**src/rtl/core/pidl_pkg.sv**
```systemverilog
package pidl_pkg;

  localparam int PIDL_CAPACITY = 32;
  localparam int KIND_W = 3;
  localparam int POS_W = 6;
  localparam int VAL_W = 32;
  localparam int STAT_W = 2;
  localparam int CNT_W = 6;

  typedef enum logic [KIND_W-1:0] {
    KIND_PUSH_BACK  = 3'd0,
    KIND_PUSH_FRONT = 3'd1,
    KIND_POP_FRONT  = 3'd2,
    KIND_INSERT     = 3'd3,
    KIND_ERASE      = 3'd4,
    KIND_READ       = 3'd5
  } kind_t;

  typedef enum logic [STAT_W-1:0] {
    ST_OK    = 2'd0,
    ST_RANGE = 2'd1,
    ST_FULL  = 2'd2,
    ST_EMPTY = 2'd3
  } status_t;

  typedef struct packed {
    logic ins;
    logic del;
    logic rd;
  } cell_ctrl_t;

endpackage

```
**src/rtl/core/pidl_if.sv**
```systemverilog
interface pidl_op_if import pidl_pkg::*; ();
  logic                    valid;
  logic                    ready;
  logic [KIND_W-1:0]       kind;
  logic [POS_W-1:0]        position;
  logic signed [VAL_W-1:0] value;

  modport source (output valid, output kind, output position, output value, input ready);
  modport sink (input valid, input kind, input position, input value, output ready);
endinterface

interface pidl_result_if import pidl_pkg::*; ();
  logic                    valid;
  logic                    ready;
  logic [STAT_W-1:0]       status;
  logic [CNT_W-1:0]        count;
  logic signed [VAL_W-1:0] read_value;

  modport source (output valid, output status, output count, output read_value, input ready);
  modport sink (input valid, input status, input count, input read_value, output ready);
endinterface

```
**src/rtl/core/pidl_cell.sv**
```systemverilog
module pidl_cell import pidl_pkg::*; #(
  parameter int INDEX = 0,
  parameter int IW = 5
) (
  input  logic                    clk,
  input  cell_ctrl_t              ctrl,
  input  logic [IW-1:0]           at,
  input  logic signed [VAL_W-1:0] value,
  input  logic signed [VAL_W-1:0] left,
  input  logic signed [VAL_W-1:0] right,
  output logic signed [VAL_W-1:0] word,
  output logic signed [VAL_W-1:0] rd
);

  localparam logic [IW-1:0] ME = IW'(INDEX);

  always_ff @(posedge clk) begin
    if (ctrl.ins) begin
      if (ME == at) begin
        word <= value;
      end else if (ME > at) begin
        word <= left;
      end
    end else if (ctrl.del && (ME >= at)) begin
      word <= right;
    end
  end

  assign rd = (ctrl.rd && (ME == at)) ? word : '0;

endmodule

```
**src/rtl/core/pidl_ctrl.sv**
```systemverilog
module pidl_ctrl import pidl_pkg::*; #(
  parameter int CAPACITY = PIDL_CAPACITY,
  parameter int IW = 5
) (
  input  logic                    clk,
  input  logic                    rst,
  pidl_op_if.sink                 op,
  pidl_result_if.source           result,
  input  logic signed [VAL_W-1:0] read_word,
  output cell_ctrl_t              ctrl,
  output logic [IW-1:0]           at
);

  localparam int CW = $clog2(CAPACITY + 1);
  localparam int CMPW = (CW > POS_W) ? CW : POS_W;

  logic [CW-1:0]     count;
  logic [CW-1:0]     count_next;
  logic [CMPW-1:0]   cnt_w;
  logic [CMPW-1:0]   cnt_res_w;
  logic [CMPW-1:0]   pos_w;
  logic              full;
  logic              empty;
  logic              accept;
  kind_t             k;
  status_t           status_c;
  cell_ctrl_t        ctrl_c;
  logic [IW-1:0]     at_c;

  assign accept = op.valid && op.ready;
  assign op.ready = !result.valid || result.ready;
  assign k = kind_t'(op.kind);
  assign cnt_w = CMPW'(count);
  assign pos_w = CMPW'(op.position);
  assign full = (cnt_w == CMPW'(CAPACITY));
  assign empty = (count == '0);

  always_comb begin
    status_c = ST_OK;
    ctrl_c = '0;
    at_c = '0;
    count_next = count;
    case (k)
      KIND_PUSH_BACK, KIND_PUSH_FRONT: begin
        if (full) begin
          status_c = ST_FULL;
        end else begin
          ctrl_c.ins = 1'b1;
          at_c = (k == KIND_PUSH_BACK) ? cnt_w[IW-1:0] : '0;
          count_next = count + CW'(1);
        end
      end
      KIND_POP_FRONT: begin
        if (empty) begin
          status_c = ST_EMPTY;
        end else begin
          ctrl_c.del = 1'b1;
          count_next = count - CW'(1);
        end
      end
      KIND_INSERT: begin
        at_c = pos_w[IW-1:0];
        if (pos_w > cnt_w) begin
          status_c = ST_RANGE;
        end else if (full) begin
          status_c = ST_FULL;
        end else begin
          ctrl_c.ins = 1'b1;
          count_next = count + CW'(1);
        end
      end
      KIND_ERASE, KIND_READ: begin
        at_c = pos_w[IW-1:0];
        if (empty) begin
          status_c = ST_EMPTY;
        end else if (pos_w >= cnt_w) begin
          status_c = ST_RANGE;
        end else if (k == KIND_ERASE) begin
          ctrl_c.del = 1'b1;
          count_next = count - CW'(1);
        end else begin
          ctrl_c.rd = 1'b1;
        end
      end
      default: begin
        status_c = ST_RANGE;
      end
    endcase
  end

  assign ctrl = accept ? ctrl_c : '0;
  assign at = at_c;
  assign cnt_res_w = CMPW'(count_next);

  always_ff @(posedge clk) begin
    if (rst) begin
      count <= '0;
      result.valid <= 1'b0;
    end else begin
      result.valid <= accept || (result.valid && !result.ready);
      if (accept) begin
        count <= count_next;
      end
    end
  end

  always_ff @(posedge clk) begin
    if (accept) begin
      result.status <= status_c;
      result.count <= cnt_res_w[CNT_W-1:0];
      result.read_value <= read_word;
    end
  end

endmodule

```
**src/rtl/core/positional_insert_delete_list.sv**
```systemverilog
// positional_insert_delete_list: ordered list of signed 32-bit words, up to CAPACITY
// op channel: kind, position, value; one operation per item
// result channel: status, count after the operation, read_value (zero unless ok read)
// every op item gives exactly one result item
// the result is registered: result valid in the cycle after the op item is accepted
// throughput: one item per cycle unless stalled; each cell compares its index with the op
// position and shifts in parallel with its neighbors, so no op takes longer
// op.ready is low only while a result waits in the output register and
// result.ready is low; the list holds still while stalled
// reset clears the element count and the result valid; stored words are
// not cleared, positions at or above count are never read
module positional_insert_delete_list import pidl_pkg::*; #(
  parameter int CAPACITY = PIDL_CAPACITY
) (
  input logic           clk,
  input logic           rst,
  pidl_op_if.sink       op,
  pidl_result_if.source result
);

  localparam int IW = (CAPACITY > 1) ? $clog2(CAPACITY) : 1;

  cell_ctrl_t              ctrl;
  logic [IW-1:0]           at;
  logic signed [VAL_W-1:0] word [CAPACITY];
  logic signed [VAL_W-1:0] rd [CAPACITY];
  logic signed [VAL_W-1:0] read_word;

  pidl_ctrl #(.CAPACITY(CAPACITY), .IW(IW)) u_ctrl (
    .clk       (clk),
    .rst       (rst),
    .op        (op),
    .result    (result),
    .read_word (read_word),
    .ctrl      (ctrl),
    .at        (at)
  );

  for (genvar i = 0; i < CAPACITY; i++) begin : g_cell
    logic signed [VAL_W-1:0] left;
    logic signed [VAL_W-1:0] right;
    if (i == 0) begin : g_first
      assign left = '0;
    end else begin : g_mid
      assign left = word[i-1];
    end
    if (i == CAPACITY - 1) begin : g_last
      assign right = '0;
    end else begin : g_inner
      assign right = word[i+1];
    end
    pidl_cell #(.INDEX(i), .IW(IW)) u_cell (
      .clk   (clk),
      .ctrl  (ctrl),
      .at    (at),
      .value (op.value),
      .left  (left),
      .right (right),
      .word  (word[i]),
      .rd    (rd[i])
    );
  end

  always_comb begin
    read_word = '0;
    for (int i = 0; i < CAPACITY; i++) begin
      read_word = read_word | rd[i];
    end
  end

endmodule

```
**src/flat_wrapper.sv**
```systemverilog
// flat-port wrapper written by rule: the top's interface ports become plain ports
module positional_insert_delete_list_flat import pidl_pkg::*;
#(
  parameter int CAPACITY = PIDL_CAPACITY
)
  (clk, rst, op_valid, op_kind, op_position, op_value, op_ready, result_valid, result_status, result_count, result_read_value, result_ready);
  pidl_op_if op_i ();
  pidl_result_if result_i ();
  input logic clk;
  input logic rst;
  input wire logic [$bits(op_i.valid)-1:0] op_valid;
  input wire logic [$bits(op_i.kind)-1:0] op_kind;
  input wire logic [$bits(op_i.position)-1:0] op_position;
  input wire logic [$bits(op_i.value)-1:0] op_value;
  output wire logic [$bits(op_i.ready)-1:0] op_ready;
  output wire logic [$bits(result_i.valid)-1:0] result_valid;
  output wire logic [$bits(result_i.status)-1:0] result_status;
  output wire logic [$bits(result_i.count)-1:0] result_count;
  output wire logic [$bits(result_i.read_value)-1:0] result_read_value;
  input wire logic [$bits(result_i.ready)-1:0] result_ready;
  assign op_i.valid = op_valid;
  assign op_i.kind = op_kind;
  assign op_i.position = op_position;
  assign op_i.value = op_value;
  assign op_ready = op_i.ready;
  assign result_valid = result_i.valid;
  assign result_status = result_i.status;
  assign result_count = result_i.count;
  assign result_read_value = result_i.read_value;
  assign result_i.ready = result_ready;
  positional_insert_delete_list #(.CAPACITY(CAPACITY)) u_core (.clk(clk), .rst(rst), .op(op_i), .result(result_i));
endmodule
```
**config.mk**
```make
export PLATFORM = sky130hd
export DESIGN_NAME = positional_insert_delete_list_flat
export DESIGN_NICKNAME = d
export VERILOG_FILES = /design/src/rtl/core/pidl_pkg.sv /design/src/rtl/core/pidl_if.sv /design/src/rtl/core/pidl_cell.sv /design/src/rtl/core/pidl_ctrl.sv /design/src/rtl/core/positional_insert_delete_list.sv /design/src/flat_wrapper.sv
export SDC_FILE = /design/constraint.sdc
export NUM_CORES = 2
export LEC_CHECK = 0
export BUFFER_PORTS_ARGS = -buffer_cell sky130_fd_sc_hd__clkbuf_2
export CAP_MARGIN = 10
export CORE_MARGIN = 2
export CORE_UTILIZATION = 40
export CTS_CLUSTER_DIAMETER = 120
export DETAILED_ROUTE_END_ITERATION = 8
export GPL_TIMING_DRIVEN = 0
export PLACE_DENSITY = 0.63
export SYNTH_ARGS = -nofsm -noshare
export SYNTH_HDL_FRONTEND = slang
export SYNTH_HIERARCHICAL = 1
export SYNTH_SLANG_ARGS = --single-unit
```
**constraint.sdc**
```tcl
create_clock -name clk -period 17.1 [get_ports clk]
set_input_delay 2.565 -clock clk [delete_from_list [all_inputs] [get_ports clk]]
set_output_delay 2.565 -clock clk [all_outputs]
set_load 0.01 [all_outputs]
```
Word level (Yosys, flattened, before mapping)
Index checks and enable logic that the tools add are counted.

Bits in registers: 1071. Bits in latches: 0. RAM bits: 0. ROM bits: 0. Input bits: 45. Output and inout port bits: 42. Word-level logic and storage cells: 532. Memories kept: 0.

Add/sub/neg operators: 2. $mul: 0. Div/mod/pow operators: 0. $lt $le $gt $ge: 66. Equal/unequal tests: 69. Shift operators: 0. Multiplexer cells: 187. Bitwise logic cells: 31. Reduce and logical (&&, ||, !) cells: 140.

Operators by type and width (number): $mux 32 (160); $or 32x32->32 (31); $ne 3x3->1 const B (32); $eq 5x5->1 const A (16); $ge 5x5->1 const A (16); $gt 5x5->1 const A (16); $logic_and 1x1->1 (66); $reduce_and 2->1 (32); $reduce_bool 2->1 (32); $eq 4x5->1 const A (8); $ge 4x5->1 const A (8); $gt 4x5->1 const A (8); $mux 6 (6); $pmux 6 s4 (1); $eq 3x5->1 const A (4); $ge 3x5->1 const A (4); $gt 3x5->1 const A (4); $mux 2 (6); $eq 2x5->1 const A (2); $ge 1x5->1 const A (2); $ge 2x5->1 const A (2); $gt 1x5->1 const A (2); $gt 2x5->1 const A (2); $mux 5 (2); other kinds (21) (33).

Longest topological paths before layout
Word-level depth: 39. Mapped depth: 14. Mapped depth without buffers: 12.

Cells and area by module
The synthesis kept the hierarchy.

By module, submodules not included: positional_insert_delete_list (instances 1, cells an instance 353, area each 2406.1 µm², seq. area each 0.0 µm²); pidl_ctrl (instances 1, cells an instance 210, area each 2404.8 µm², seq. area each 1341.3 µm²); pidl_cell (u_core.g_cell[21].u_cell) (instances 1, cells an instance 257, area each 2225.9 µm², seq. area each 960.9 µm²); pidl_cell (u_core.g_cell[4].u_cell) (instances 1, cells an instance 224, area each 2202.1 µm², seq. area each 960.9 µm²); pidl_cell (u_core.g_cell[10].u_cell) (instances 1, cells an instance 257, area each 2190.9 µm², seq. area each 960.9 µm²); pidl_cell (u_core.g_cell[1].u_cell) (instances 1, cells an instance 223, area each 2185.8 µm², seq. area each 960.9 µm²); pidl_cell (u_core.g_cell[19].u_cell) (instances 1, cells an instance 256, area each 2177.1 µm², seq. area each 960.9 µm²); pidl_cell (u_core.g_cell[7].u_cell) (instances 1, cells an instance 256, area each 2167.1 µm², seq. area each 960.9 µm²); pidl_cell (u_core.g_cell[3].u_cell) (instances 1, cells an instance 256, area each 2165.8 µm², seq. area each 960.9 µm²); pidl_cell (u_core.g_cell[31].u_cell) (instances 1, cells an instance 222, area each 2130.8 µm², seq. area each 960.9 µm²); pidl_cell (u_core.g_cell[25].u_cell) (instances 1, cells an instance 223, area each 2128.3 µm², seq. area each 960.9 µm²); pidl_cell (u_core.g_cell[12].u_cell) (instances 1, cells an instance 225, area each 2105.8 µm², seq. area each 960.9 µm²); pidl_cell (u_core.g_cell[27].u_cell) (instances 1, cells an instance 225, area each 2104.5 µm², seq. area each 960.9 µm²); pidl_cell (u_core.g_cell[6].u_cell) (instances 1, cells an instance 225, area each 2093.3 µm², seq. area each 960.9 µm²); 20 more rows.

Least setup slack after synthesis
No wires, ideal clock.

Kind: input to register. Start point: input port op_kind[2]. End point: register u_core.g_cell[5].u_cell.word[0] (enable). Setup time: 1.627 ns. Data arrival time: 13.684 ns. Required time: 15.473 ns. Path slack: 1.789 ns. Cell stages on the path: 6. Buffers on the path: 2. Cell sequence: clkbuf_1 -> buf_4 -> nor2_1 -> a22oi_1 -> o21ai_0 -> a2111oi_0.

Elaborated cells on any way between the ends: 25. Those cells by class: 2 x order compare; 7 x eq/ne; 9 x mux; 7 x reduce/logical.

RTL lines: start: declaration (RTL line flat_wrapper.sv:12) `input wire logic [$bits(op_i.kind)-1:0] op_kind;`; $logic_not 3->1 (RTL line pidl_ctrl.sv:43, pidl_ctrl.sv:49); $mux 5 (RTL line pidl_ctrl.sv:49) `at_c = (k == KIND_PUSH_BACK) ? cnt_w[IW-1:0] : '0;`; $mux 5 (RTL line pidl_ctrl.sv:45) `if (full) begin`; $pmux 5 s2 (*) (RTL line pidl_ctrl.sv:43) `case (k)`; via u_core.at[2] (RTL line positional_insert_delete_list.sv:24) `logic [IW-1:0] at;`; $ge 3x5->1 (RTL line pidl_cell.sv:24) `end else if (ctrl.del && (ME >= at)) begin`; $logic_and 1x1->1 (RTL line pidl_cell.sv:24); $reduce_bool 2->1 (no source line); $reduce_and 2->1 (no source line) (*); end signal: assignment (RTL line pidl_cell.sv:20) `word <= value;`; end signal: assignment (RTL line pidl_cell.sv:22) `word <= left;`; end signal: assignment (RTL line pidl_cell.sv:25) `word <= right;`; end: declaration (RTL line pidl_cell.sv:11) `output logic signed [VAL_W-1:0] word,`.

The timed path passes the listed nets; every way through them passes the cells marked *. A chain may end at the register's enable or synchronous reset.

==> metrics.md <==
| Metric | Value |
|---|---|
| Core area | roughly 0.18 mm2 |
| Avg Inst Size Synth | around 9 um2 |
| Worst skew pair latency | ~0.8 ns |
| CP Launch Type | input pin |
| Via count | 69200 |
| Die ar. | approximately 0.18 mm2 |
| Initial core utilization | 40.3% |
| Crit path capture type | flip-flop |
| FF/Latch Area | 0.0321 mm2 |
| CTS tree | done |
| Clock Sinks | around 1100 |
| Placement Rows | about 150 |
| Slew Limit Fails | 0 |
| Longest Clk Path Bufs | 3 |
| CP required | between 15 and 20 ns |
| Clock transition at path regs | ~0.060 ns |
| Cell with the most instances after synthesis | edfxtp_1 |
| Routability Congestion | roughly 1 |
| Mapped cell area | ~0.07 mm2 |
| 1st-pass router iterations | 9 |
| Area occupied by multi-input gates | ~0.034 mm2 |
| RSZ-0062 raised after global routing | no |
| Layout Area Growth over Synthesis | 13.3% |
| Worst Hold Path EP | u_core/u_ctrl/result.valid |
| Cts repair resizes | 0 |
| # DRC | 0 |
| Sequential fraction of the synthesis area | 45.2% |
| Fraction of layout instances using a drive strength above 1 | 11.7% |
| Violated checks | capacitance limit |
| Hold depth | 2 |
| Delay of the slowest critical-path stage | 0.97 ns |
| Power Dens Cells | roughly 92 mW/mm2 |
| Routed length per instance | between 20 and 30 um |
| Cell accounting for the most synthesized area | edfxtp_1 |
| Routed Wire Length | 313 mm |
| CP Cell Sequence | clkbuf_2 > clkbuf_1 > nand2b_1 > nor2_1 > o21ai_0 > nand2_4 > buf_12 > nor2b_1 > buf_2 > and3_4 > buf_6 > and2_1 > nor4_1 > nand4_1 > or2_1 |
| Antenna violations before repair | 20 |
| Final Hold Vio Count | 0 |
| Max cap viols | 1 |
| Antenna Violating Nets Remaining | 0 |
| CTS H-tree lvls | 4 |
| Dpl hpwl | ~240 mm |
| Synth Instances | 7908 |
| FF+latch count, synth | between 1000 and 1500 |
| Max transition margin | 2.09% |
| Buffers plus inverters on the worst setup path | 5 |
| Worst R2R End | u_core/u_ctrl/result.read_value[7] |
| Synth top area share | between 40 and 50% |
| FILL cells | about 17000 |
| Worst min path class | reg -> reg |
| Worst Skew | 0.0352 ns |
| Arrival @ worst endpoint | between 8 and 9 ns |
| Placed cell count | roughly 10000 |
| Async SR Flop Fraction | 0% |
| Setup WS pre-CTS | around 8.9 ns |
| Reg2reg path depth | 15 |
| Leak Pwr | approximately 30 nW |
| Ys Warns | 6 |
| Final count of negative-setup-slack endpoints | 0 |
| Crit path max-delay cell type | nand4_1 |
| DR iter-0 viols | between 9000 and 10000 |
| Root Driver | clkbuf_16 |
| Worst Setup Slack, final | around 9.4 ns |
| Port bufs | 85 |
| Period utilisation layout | 44.8% |
| Post-route minimum period | about 7.7 ns |
| Largest net degree at the start of global routing | 50 |
| Post-Layout Cell Count | approximately 11000 |
| Outcome | complete, but fails checks |
| RR Startpoint | u_core/u_ctrl/cnt_w[1] |
| CP Max Fanout | 39 |
| Reg2reg setup slack | approximately 11 ns |
| CTS Hold Bufs | 0 |
| CTS Buf Count | 133 |
| First-pass GRT wire length | about 450 mm |
| Most common library cells after synthesis | edfxtp_1 (1064), nor2_1 (947), and3_1 (855) |
| IO Pins | 87 |
| Synth area leaders | edfxtp_1 (45%), and3_1 (7.5%), a31oi_1 (6.5%), o21ai_0 (5.4%), nor2_1 (5.0%) |
| Fmax | approximately 130 MHz |
| Unique masters post-synth | about 110 |
| Post-synth top flop | edfxtp_1 |
| EDFF count, synth | about 1100 |
| Kind of critical path | in -> reg |
| GR Overflow Total | 0 |
| Delay-heaviest family, CP | simple AND/OR/NAND/NOR gates |
| Peak supply drop | 74.5 uV |
| Worst Tran Pin Value | between 1 and 1.5 ns |
| Number of global-route vias before repair | about 66000 |
| Die Width | 425 um |
| Die Span Y | 425 um |
| Post-CTS setup buffers | 0 |
| Via-per-instance ratio | 6.45 |
| Hold_sp | u_core/u_ctrl/result.valid |
| Total Nets Final | roughly 8300 |
| GRT Util Overall | about a third |
-- layout by cell type, fill, tap and decap left out, types with 33 or more instances in the layout --
| master | netlist | layout |
|---|---|---|
| a31oi_1 | 743 | 741 |
| a21oi_1 | 248 | 239 |
| buf_6 | 117 | 127 |
| nor4_2 | 34 | 37 |
| or2_1 | 33 | 33 |
| clkbuf_2 | 28 | 112 |
| nand3_1 | 486 | 486 |
| nor4_1 | 230 | 227 |
| conb_1 | 1 | 64 |
| and3_1 | 855 | 855 |
| nand3b_1 | 129 | 129 |
| and2_1 | 101 | 99 |
| a21boi_0 | 120 | 120 |
| o21ai_1 | 266 | 266 |
| edfxtp_1 | 1064 | 1064 |
| nor2_1 | 947 | 945 |
| clkbuf_1 | 495 | 527 |
| and2_4 | 34 | 35 |
| buf_4 | 28 | 49 |
| clkbuf_16 | 0 | 138 |
| buf_2 | 153 | 158 |
| nand2_1 | 158 | 157 |
| o21ai_0 | 773 | 769 |
| inv_1 | 172 | 172 |
| o31a_1 | 150 | 150 |
| nand4_1 | 98 | 98 |
| o22a_1 | 109 | 106 |
| and3_2 | 46 | 46 |
-- cell type report --
type                            instances  share of cell area, %
Inverter                              176                  0.823
Tap cell                             2340                   3.64
Clock inverter                         65                  0.851
Buffer                                847                   5.71
Sequential cell                      1071                   39.9
Clock buffer                          171                   4.46
Timing Repair Buffer                  165                   2.11
Multi-Input combinational cell       5877                   42.5
Antenna cell                           10                 0.0311
-- stage by stage --
stage | TNS (ns) | total power (W) | instance area, um2 | hold slack, ns | util [%]
after global placement | -6812.95 | 0.00447 | 74600 | 0.514 | 42.3
after CTS | 0 | 0.00735 | 80400 | 0.539 | 45.6
after global routing | 0 | 0.00759 | 80400 | 0.576 | 45.6
final | 0 | 0.00737 | 80500 | 0.535 | 45.6
after detailed placement | 0 | 0.00449 | 76100 | 0.527 | 43.2
after floorplan | 0 | 0.00399 | 71200 | 0.551 | -
-- tightest hold or removal path: cells and delay by family (launching register included) --
kind | cells | cell delay, ns
flip-flops | 1 | 0.31
AND/OR/NAND/NOR | 1 | 0.10
AO/OA/AOI/OAI | 1 | 0.07
-- metal layers --
layer	part of all wire (%)	vias up	GRT usage [%]	routed length, um
met5	0.026	-	0	80
met4	6.6	12	20.3	20700
met3	9.0	761	5.76	28100
met2	46	4021	53.7	144000
met1	38	33700	42.0	120000
li1	-	30700	-	-
-- cells by family after synthesis --
| family | synth area share [%] |
|---|---|
| AOI/OAI and AO/OA | 21.3 |
| other | 0.00528 |
| buffers and inverters | 7.40 |
| muxes | 0.0300 |
| adders and majority gates | 0.141 |
| xor gates and xnor gates | 0.0247 |
| and+or+nand+nor | 25.9 |
| DFF | 45.2 |
-- flip-flops by register name, indices dropped and copies added (netlist names) --
signal	flops
u_core/u_ctrl/cnt_w	6
u_core/u_ctrl/result.count	6
u_core/u_ctrl/result.status	2
u_core/u_ctrl/result.read_value	32
u_core/g_cell.u_cell/word	1024
u_core/u_ctrl/result.valid	1
-- worst max-delay path by stage --
stage | startpoint | to | slack, ns | cells past startpoint
final | op_kind[2] | u_core/u_ctrl/result.read_value[7] | 9.44 | 15
after global routing | op_kind[2] | u_core/u_ctrl/result.read_value[5] | 9.60 | 14
after CTS | op_kind[2] | u_core/u_ctrl/result.read_value[7] | 9.71 | 15
after detailed placement | op_kind[2] | u_core/u_ctrl/result.read_value[7] | 8.85 | 15
after global placement | op_kind[2] | u_core/g_cell[5].u_cell/word[6] | -19.14 | 7
after floorplan | op_kind[2] | u_core/g_cell[5].u_cell/word[0] | 1.79 | 6
-- power by group --
| part | internal (W) | leakage (nW) | switching [W] |
|---|---|---|---|
| clock network | 0.00168 | 2.07 | 0.00122 |
| registers | 0.00314 | 9.84 | 0.000173 |
| logic | 0.000360 | 18.1 | 0.000804 |
(Power assumes the default switching activity.)
